$ cat src/rtl/cfd_pkg.sv
// shared types, constants and crc function for the crc16 frame deframer
package cfd_pkg;

    localparam int unsigned MAX_PAYLOAD    = 1024;
    localparam int unsigned FRAME_OVERHEAD = 10;
    localparam int unsigned FIFO_DEPTH     = 2;
    localparam int unsigned FIFO_PTR_W     = $clog2(FIFO_DEPTH);
    localparam int unsigned FIFO_CNT_W     = $clog2(FIFO_DEPTH + 1);

    localparam logic [10:0] COUNT_MAX = 11'h7FF;
    localparam logic [15:0] CRC_INIT  = 16'hFFFF;
    localparam logic [15:0] CRC_POLY  = 16'hA001;

    typedef enum logic {
        KIND_PAYLOAD = 1'b0,
        KIND_STATUS  = 1'b1
    } kind_t;

    typedef enum logic [1:0] {
        STATUS_OK        = 2'd0,
        STATUS_TOO_SHORT = 2'd1,
        STATUS_TOO_LONG  = 2'd2,
        STATUS_BAD_CRC   = 2'd3
    } status_t;

    typedef struct packed {
        kind_t       kind;
        logic [7:0]  data;
        logic [11:0] size;
        logic [15:0] command;
        logic [15:0] length;
        logic [15:0] crc_calc;
        logic [15:0] crc_rx;
        logic [31:0] reserve;
    } entry_t;

    // reflected crc16 modbus, one byte
    function automatic logic [15:0] crc16_update(input logic [15:0] crc_in,
                                                 input logic [7:0]  b);
        logic [15:0] c;
        c = crc_in ^ {8'h00, b};
        for (int k = 0; k < 8; k++)
        begin
            c = c[0] ? ((c >> 1) ^ CRC_POLY) : (c >> 1);
        end
        return c;
    endfunction

endpackage

$ cat src/rtl/cfd_front.sv
// front part: byte counting, field capture, running crc and item classification
module cfd_front
    import cfd_pkg::*;
(
    input  logic       clk,
    input  logic       rst_n,
    input  logic       in_valid,
    output logic       in_ready,
    input  logic [7:0] data_byte,
    input  logic       last_byte,
    input  logic       fifo_full,
    output logic       push,
    output entry_t     push_entry
);

    logic [10:0] count_reg,   count_next;
    logic [15:0] crc_reg,     crc_next;
    logic [15:0] command_reg, command_next;
    logic [15:0] length_reg,  length_next;
    logic [39:0] hist_reg,    hist_next;
    logic        accept;
    logic        in_payload;

    assign in_ready = !fifo_full;
    assign accept   = in_valid && !fifo_full;

    always_comb
    begin
        command_next = command_reg;
        length_next  = length_reg;
        case (count_reg)
            11'd0:   command_next[7:0]  = data_byte;
            11'd1:   command_next[15:8] = data_byte;
            11'd2:   length_next[7:0]   = data_byte;
            11'd3:   length_next[15:8]  = data_byte;
            default: ;
        endcase
    end

    // crc trails the newest byte by two, so the received crc stays out of it
    assign crc_next  = (count_reg >= 11'd2) ? crc16_update(crc_reg, hist_reg[15:8]) : crc_reg;
    assign hist_next = {hist_reg[31:0], data_byte};

    assign in_payload = (count_reg >= 11'd4) &&
                        ({6'd0, count_reg} < (17'd4 + {1'b0, length_next}));

    always_comb
    begin
        push_entry.kind     = last_byte ? KIND_STATUS : KIND_PAYLOAD;
        push_entry.data     = data_byte;
        push_entry.size     = {1'b0, count_reg} + 12'd1;
        push_entry.command  = command_next;
        push_entry.length   = length_next;
        push_entry.crc_calc = crc_next;
        push_entry.crc_rx   = {data_byte, hist_reg[7:0]};
        push_entry.reserve  = {hist_reg[15:8], hist_reg[23:16],
                               hist_reg[31:24], hist_reg[39:32]};
    end

    assign push = accept && (last_byte || in_payload);

    always_ff @(posedge clk or negedge rst_n)
    begin
        if (!rst_n)
        begin
            count_reg   <= '0;
            crc_reg     <= CRC_INIT;
            command_reg <= '0;
            length_reg  <= '0;
            hist_reg    <= '0;
        end
        else if (accept)
        begin
            if (last_byte)
            begin
                count_reg   <= '0;
                crc_reg     <= CRC_INIT;
                command_reg <= '0;
                length_reg  <= '0;
                hist_reg    <= '0;
            end
            else
            begin
                if (count_reg < COUNT_MAX)
                begin
                    count_reg <= count_reg + 11'd1;
                end
                crc_reg     <= crc_next;
                command_reg <= command_next;
                length_reg  <= length_next;
                hist_reg    <= hist_next;
            end
        end
    end

endmodule

$ cat src/rtl/cfd_fifo.sv
// short queue between the front and back parts
module cfd_fifo
    import cfd_pkg::*;
(
    input  logic   clk,
    input  logic   rst_n,
    input  logic   push,
    input  entry_t push_entry,
    input  logic   pop,
    output entry_t pop_entry,
    output logic   full,
    output logic   empty
);

    entry_t                  mem_reg [FIFO_DEPTH];
    logic [FIFO_PTR_W-1:0]   wr_ptr_reg;
    logic [FIFO_PTR_W-1:0]   rd_ptr_reg;
    logic [FIFO_CNT_W-1:0]   count_reg;
    logic                    do_push;
    logic                    do_pop;

    assign full      = (count_reg == FIFO_CNT_W'(FIFO_DEPTH));
    assign empty     = (count_reg == '0);
    assign do_push   = push && !full;
    assign do_pop    = pop && !empty;
    assign pop_entry = mem_reg[rd_ptr_reg];

    always_ff @(posedge clk)
    begin
        if (do_push)
        begin
            mem_reg[wr_ptr_reg] <= push_entry;
        end
    end

    always_ff @(posedge clk or negedge rst_n)
    begin
        if (!rst_n)
        begin
            wr_ptr_reg <= '0;
            rd_ptr_reg <= '0;
            count_reg  <= '0;
        end
        else
        begin
            if (do_push)
            begin
                wr_ptr_reg <= (wr_ptr_reg == FIFO_PTR_W'(FIFO_DEPTH - 1)) ?
                              '0 : wr_ptr_reg + 1'b1;
            end
            if (do_pop)
            begin
                rd_ptr_reg <= (rd_ptr_reg == FIFO_PTR_W'(FIFO_DEPTH - 1)) ?
                              '0 : rd_ptr_reg + 1'b1;
            end
            if (do_push && !do_pop)
            begin
                count_reg <= count_reg + 1'b1;
            end
            else if (do_pop && !do_push)
            begin
                count_reg <= count_reg - 1'b1;
            end
        end
    end

endmodule

$ cat src/rtl/cfd_back.sv
// back part: frame status checks and the registered result stage
module cfd_back
    import cfd_pkg::*;
(
    input  logic        clk,
    input  logic        rst_n,
    input  logic        fifo_empty,
    input  entry_t      pop_entry,
    output logic        pop,
    output logic        out_valid,
    input  logic        out_ready,
    output logic        kind,
    output logic [7:0]  payload_byte,
    output logic [1:0]  status,
    output logic [15:0] command,
    output logic [15:0] payload_length,
    output logic [31:0] reserve_word
);

    logic        valid_reg;
    logic        kind_reg;
    logic [7:0]  payload_byte_reg;
    logic [1:0]  status_reg;
    logic [15:0] command_reg;
    logic [15:0] length_reg;
    logic [31:0] reserve_reg;
    status_t     status_calc;
    logic [16:0] expected;
    logic [16:0] size_wide;

    assign pop = !fifo_empty && (!valid_reg || out_ready);

    assign expected  = 17'(FRAME_OVERHEAD) + {1'b0, pop_entry.length};
    assign size_wide = {5'd0, pop_entry.size};

    // checks in priority order
    always_comb
    begin
        if (pop_entry.size < 12'(FRAME_OVERHEAD))
        begin
            status_calc = STATUS_TOO_SHORT;
        end
        else if (pop_entry.length > 16'(MAX_PAYLOAD))
        begin
            status_calc = STATUS_TOO_LONG;
        end
        else if (size_wide < expected)
        begin
            status_calc = STATUS_TOO_SHORT;
        end
        else if (size_wide > expected)
        begin
            status_calc = STATUS_TOO_LONG;
        end
        else if (pop_entry.crc_rx != pop_entry.crc_calc)
        begin
            status_calc = STATUS_BAD_CRC;
        end
        else
        begin
            status_calc = STATUS_OK;
        end
    end

    always_ff @(posedge clk or negedge rst_n)
    begin
        if (!rst_n)
        begin
            valid_reg <= 1'b0;
        end
        else if (pop)
        begin
            valid_reg <= 1'b1;
        end
        else if (out_ready)
        begin
            valid_reg <= 1'b0;
        end
    end

    always_ff @(posedge clk)
    begin
        if (pop)
        begin
            kind_reg <= pop_entry.kind;
            if (pop_entry.kind == KIND_PAYLOAD)
            begin
                payload_byte_reg <= pop_entry.data;
                status_reg       <= STATUS_OK;
                command_reg      <= '0;
                length_reg       <= '0;
                reserve_reg      <= '0;
            end
            else
            begin
                payload_byte_reg <= '0;
                status_reg       <= status_calc;
                if (status_calc == STATUS_OK)
                begin
                    command_reg <= pop_entry.command;
                    length_reg  <= pop_entry.length;
                    reserve_reg <= pop_entry.reserve;
                end
                else
                begin
                    command_reg <= '0;
                    length_reg  <= '0;
                    reserve_reg <= '0;
                end
            end
        end
    end

    assign out_valid      = valid_reg;
    assign kind           = kind_reg;
    assign payload_byte   = payload_byte_reg;
    assign status         = status_reg;
    assign command        = command_reg;
    assign payload_length = length_reg;
    assign reserve_word   = reserve_reg;

endmodule

$ cat src/rtl/crc16_frame_deframer_top.sv
// top level of the crc16 frame deframer
// Takes one frame byte per transfer and sustains one byte per clock while the queue is
// not full. Payload bytes come out tentatively, passing through the two-entry queue and
// then the output register; the frame's last byte yields a status transfer along the
// same path, carrying command, length and reserve when the status is ok.
// The bytewise crc update and the counters run in the front part; the back part does
// the status checks. in_ready drops only when the queue holds two results that the
// output side has not taken. Bytes that give no result (header, reserve, crc) are
// absorbed without an output transfer.
module crc16_frame_deframer_top
    import cfd_pkg::*;
(
    input  logic        clk,
    input  logic        rst_n,
    input  logic        in_valid,
    output logic        in_ready,
    input  logic [7:0]  data_byte,
    input  logic        last_byte,
    output logic        out_valid,
    input  logic        out_ready,
    output logic        kind,
    output logic [7:0]  payload_byte,
    output logic [1:0]  status,
    output logic [15:0] command,
    output logic [15:0] payload_length,
    output logic [31:0] reserve_word
);

    entry_t push_entry;
    entry_t pop_entry;
    logic   push;
    logic   pop;
    logic   fifo_full;
    logic   fifo_empty;

    cfd_front u_front (
        .clk        (clk),
        .rst_n      (rst_n),
        .in_valid   (in_valid),
        .in_ready   (in_ready),
        .data_byte  (data_byte),
        .last_byte  (last_byte),
        .fifo_full  (fifo_full),
        .push       (push),
        .push_entry (push_entry)
    );

    cfd_fifo u_fifo (
        .clk        (clk),
        .rst_n      (rst_n),
        .push       (push),
        .push_entry (push_entry),
        .pop        (pop),
        .pop_entry  (pop_entry),
        .full       (fifo_full),
        .empty      (fifo_empty)
    );

    cfd_back u_back (
        .clk            (clk),
        .rst_n          (rst_n),
        .fifo_empty     (fifo_empty),
        .pop_entry      (pop_entry),
        .pop            (pop),
        .out_valid      (out_valid),
        .out_ready      (out_ready),
        .kind           (kind),
        .payload_byte   (payload_byte),
        .status         (status),
        .command        (command),
        .payload_length (payload_length),
        .reserve_word   (reserve_word)
    );

endmodule

$ cat config.mk
export PLATFORM = sky130hd
export DESIGN_NAME = crc16_frame_deframer_top
export DESIGN_NICKNAME = d
export VERILOG_FILES = /design/src/rtl/cfd_pkg.sv /design/src/rtl/cfd_front.sv /design/src/rtl/cfd_fifo.sv /design/src/rtl/cfd_back.sv /design/src/rtl/crc16_frame_deframer_top.sv
export SDC_FILE = /design/constraint.sdc
export NUM_CORES = 1
export LEC_CHECK = 0
export ABC_AREA = 1
export CAP_MARGIN = 5
export CORE_MARGIN = 2
export CORE_UTILIZATION = 34
export CTS_CLUSTER_SIZE = 12
export DETAILED_ROUTE_END_ITERATION = 10
export DONT_BUFFER_PORTS = 1
export HOLD_SLACK_MARGIN = 0.02
export SYNTH_ARGS = -nofsm -noshare
export SYNTH_HDL_FRONTEND = slang
export SYNTH_HIERARCHICAL = 1
export SYNTH_SLANG_ARGS = --single-unit
$ cat constraint.sdc
create_clock -name clk -period 10.5 [get_ports clk]
set_clock_uncertainty 0.05 [all_clocks]
set_input_delay 2.1 -clock clk [delete_from_list [all_inputs] [get_ports clk]]
set_output_delay 2.1 -clock clk [all_outputs]
set_load 0.005 [all_outputs]
Yosys cells after proc, flatten, opt, wreduce, memory -nomap -nowiden
Memories as Yosys holds them, arrays and structs flattened.
Cells that the tools add are included.
W data, S select, Z words.
{"block": "totals", "ff_bits": 179, "ramBits": 234, "input_bits": 13, "out_inout_bits": 77, "wordCells": 102, "memories": 1}
{"block": "op_classes", "addsub": 8, "order_cmp": 8, "eq_ne": 5, "n_mux": 33, "bitwise": 9, "n_reduce_logical": 23}
{"name": "u_fifo.mem_reg", "words": 2, "width": 117, "rd": 1, "rd_ports_with_merged_regs": 0, "write_ports": 1, "line_no": "cfd_fifo.sv:15", "text": "entry_t mem_reg [FIFO_DEPTH];"}
{"cell": "$mux W16", "n": 12}
{"cell": "$mux W40", "n": 1}
{"cell": "$mux W8", "n": 4}
{"cell": "$not A2 Y3", "n": 8}
{"cell": "$eq A11 B2 Y1 const B", "n": 2}
{"cell": "$mux W11", "n": 2}
{"cell": "$add A3 B16 Y17 const A", "n": 1}
{"cell": "$add A4 B16 Y17 const A", "n": 1}
{"cell": "$gt A12 B17 Y1", "n": 1}
{"cell": "$lt A11 B17 Y1", "n": 1}
{"cell": "$lt A12 B17 Y1", "n": 1}
{"cell": "$gt A16 B11 Y1 const B", "n": 1}
{"cell": "$ne A16 B16 Y1", "n": 1}
{"cell": "$xor A16 B8 Y16", "n": 1}
{"cell": "$mux W2", "n": 7}
{"cell": "$add A11 B1 Y12 const B", "n": 1}
{"cell": "$lt A12 B4 Y1 const B", "n": 1}
{"cell": "$add A11 B1 Y11 const B", "n": 1}
{"cell": "$eq A11 B1 Y1 const B", "n": 1}
{"cell": "$ge A11 B2 Y1 const B", "n": 1}
{"cell": "$ge A11 B3 Y1 const B", "n": 1}
{"cell": "$logic_not A11 Y1", "n": 1}
{"cell": "$lt A11 B11 Y1 const B", "n": 1}
{"cell": "$logic_and A1 B1 Y1", "n": 8}
{"cell": "other kinds (10)", "n": 26}

Depth between registers and ports, before layout
{"block": "depth", "depth_word": 19, "mapped_depth": 33}

Modules after synthesis
Netlist, hierarchy kept.
{"mod": "cfd_fifo", "instances": 1, "cells_per_inst": 642, "area_each_um2": 8707.1}
{"mod": "cfd_front", "instances": 1, "cells_per_inst": 705, "area_each_um2": 5559.1}
{"mod": "cfd_back", "instances": 1, "cells_per_inst": 352, "area_each_um2": 3927.5}

Worst setup path after synthesis
No wires, ideal clock.
{"block": "synth_path", "path_type": "input to register", "startpoint": "input data_byte[2]", "endpoint": "memory u_fifo/mem_reg[1][0] (netlist bit), enable pin", "setup_ns": 0.594, "arrival_time_ns": 8.889, "required_time_ns": 9.856, "path_slack_ns": 0.967, "path_stages": 21, "cell_sequence": "inv_1 > o21ai_2 > nand2_2 > nor2_4 > nand2_2 > nor2_4 > nand2_1 > nand2_1 > o21ai_1 > ha_1 > a21oi_1 > o21ai_0 > nor2_1 > nand2_1 > nand2_1 > nand2_1 > nand3_1 > nand2_1 > a21oi_2 > o21ai_0 > nor2_1"}
{"item": "from (decl)", "line_no": "crc16_frame_deframer_top.sv:17", "text": "input logic [7:0] data_byte,"}
{"item": "to (decl)", "line_no": "cfd_fifo.sv:15"}

==> results.yml <==
power_and_ir_drop:
  peakVddDrop_mv: 0.114
  power_density_nw_per_um2: 285
  power_leakage_nw: 8.19
  power_mw: 5.70
global_route:
  grt.total_usage_pct: 15.1
  grt_overflow: 0
  grt_start_max_net_pins: 105
  met3_usage_pct: 2.91
  busiest_layer: "met2"
  grt.met1_usage_pct: 20.8
  grt_pass1_wl_mm: 65.1
  grt_pass1_vias: 11000
  use_met2_pct: 24.8
  antenna_found_initial: 2
detailed_routing:
  drt_wl_total_mm: 42.0
  post_drt_wl_per_cell_um: 17.5
  ant_nets: 0
  route.detailed.drc: 0
  dr.pass1.iters: 5
  routed_via_density: 4.76
  first_iter_violations: 823
  route.vias.total: 11400
floorplan:
  io-pin-count: 90
  die_area_um2: 55400
  die_h_um: 235
  dieWidth_um: 235
  core_um2: 52800
  num_rows: 84
  initial_core_util_pct: 34.5
synth:
  ys.flop_type: "edfxtp_1"
  syn_inst: 1699
  ys_seq_area_share_pct: 65.4
  yosys_warnings: 6
  synth_cell_type_count: 44
  syn_area_per_cell_um2: 10.7
  async_flop_share_pct: 25.2
  yosysTopAreaCell: "edfxtp_1"
  ys_ff_latch: 413
  synth_area_leaders: "edfxtp_1 (51%), dfrtp_1 (12%), nand2_1 (11%)"
  synth_area_um2: 18200
  synth-edff-count: 309
  synth_top_area_share_pct: 51.0
sta:
  rsz0062_at_grt: "no"
  finalCriticalPeriod_ns: 6.00
  setup_tns_ns: 0
  hold_violations: 0
  final-setup-viol-count: 0
  drv_slew: 0
  worstMarginPinSlew_ns: 1.13
  period_share_pct: 57.1
  relSlewSlack_pct: 24.5
  fmax_mhz: 167
setup_path:
  required_ns: 10.61
  criticalPathCategory: "in -> reg"
  end_kind: "flop"
  startpoint_type: "input port"
  crit_start: "data_byte[2]"
  worstPathArrival_ns: 6.11
  worst-r2r-setup-slack_ns: 4.64
  worst_r2r_startpoint: "u_fifo/rd_ptr_reg"
  critPathMaxFanout: 47
cts:
  tritoncts: "built"
  root_buffer: "clkbuf_16"
  clockBufferDepth: 3
  clkLatencyLatePin_ns: 0.54
  post_cts_buffers: 0
  clkTransAtPathRegs_ns: 0.06
  ctsHoldBuffers: 0
  htree_levels: 2
  numCtsBuffers: 43
  cts.repair.resized: 0
  cts.sinks: 413
placed_design:
  place.gp.congestion: 0.849
  portBuffers: 0
  hpwl_mm: 27.7
cells_and_area:
  drive_gt1_share_pct: 9.11
  nNetsFinal: 1721
  fill_cells: 5133
  area_growth_syn_to_layout_pct: 9.87
  largest_register_ffs: 234
  n_antenna_cell: 0
flow_run:
  cap_violations: 0
outcome:
  outcome: "complete, no violations"
worst_hold_path:
  hold_class: "reg -> reg"
  hold_path_startpoint: "u_front/hist_reg[6]"
## routing by layer
layer	wire, um	up-vias
li1	-	5584
met5	33	-
met2	19800	234
met4	722	4
met3	2070	60
met1	19500	5539
## worst max-delay path, stage by stage
cell     delay, ns
inv_1         0.05
o21ai_2       0.27
nand2_2       0.16
nor2_4        0.14
nand2_2       0.08
nor2_4        0.12
nand2_1       0.08
nand2_1       0.06
o21ai_1       0.06
ha_1          0.31
a21oi_1       0.14
o21ai_0       0.09
nor2_1        0.10
nand2_1       0.07
nand2_1       0.07
nand2_1       0.04
nand3_1       0.06
nand2_1       0.09
a21oi_2       0.15
o21ai_0       0.20
nor2_4        0.90
buf_4         0.68
## cell usage after synthesis (all sizes together) (11+ instances only)
library cell,instances
xnor2,12
o22ai,75
dfrtp,88
edfxtp,309
o21ai,64
nand4,11
nor3b,50
nor2,80
ha,28
clkbuf,27
dfstp,16
inv,207
xor2,20
nor3,23
a21oi,31
nand2,559
buf,53
nand3,31
## path summary, 6_finish.rpt
path / to / cells after the start
max in group asynchronous: u_front/crc_reg[2] / 0
hold reg to reg: u_fifo/mem_reg[0][38] / 0
setup reg to reg: u_back/command[2] / 20
setup / recovery: u_fifo/mem_reg[1][86] / 22
min in group asynchronous: u_front/command_reg[13] / 0
hold / removal: u_fifo/mem_reg[0][38] / 0
## stage by stage
stage / hold WS (ns) / instance area, um^2 / cells / setup slack [ns] / util, %
global route: 0.433 / 20000 / 2401 / 4.08 / 37.9
CTS: 0.418 / 20000 / 2401 / 4.44 / 37.9
global placement: 0.397 / 18700 / 2323 / 3.97 / 35.5
detailed placement: 0.405 / 18700 / 2323 / 3.90 / 35.5
finish: 0.418 / 20000 / 2401 / 4.50 / 37.9
floorplan: 0.392 / 18200 / 1703 / 0.967 / -
## cells by family (layout without fill, tap and decap cells)
group / count (synthesis) / in the layout / share of synthesized area (%)
DFF: 413 / 413 / 65.4
and+or+nand+nor: 760 / 760 / 18.4
adders and majority gates: 28 / 28 / 1.93
AOI/OAI and AO/OA: 178 / 178 / 5.95
buffers and inverters: 287 / 297 / 6.79
other: 1 / 5 / 0.0206
xor gates and xnor gates: 32 / 32 / 1.54
## layout by cell type, fill, tap and decap left out, drive strengths merged, types with 23 or more instances in the layout
cell type  count
dfrtp         88
a21oi         31
edfxtp       309
nand2        559
ha            28
clkbuf        70
inv          207
o22ai         75
nor2          80
nor3b         50
nor3          23
o21ai         64
nand3         31
## report_power, final
| part | internal (mW) | total [mW] | leakage [nW] | switching, mW |
|---|---|---|---|---|
| combinational | 0.511 | 1.81 | 3.30 | 1.30 |
| sequential | 2.30 | 2.51 | 4.28 | 0.201 |
| clock | 0.786 | 1.39 | 0.606 | 0.599 |
| total | 3.60 | 5.70 | 8.19 | 2.10 |
## final cells by class
cell class	instances	area, um^2	area share [%]
Sequential cell	413	11900	59.6
Multi-Input combinational cell	1003	5090	25.5
Clock buffer	70	1210	6.04
Tap cell	688	861	4.31
Inverter	207	782	3.91
Timing Repair Buffer	12	90.1	0.451
Clock inverter	8	50.0	0.250
Note: power is estimated with default switching activity, not from simulation.
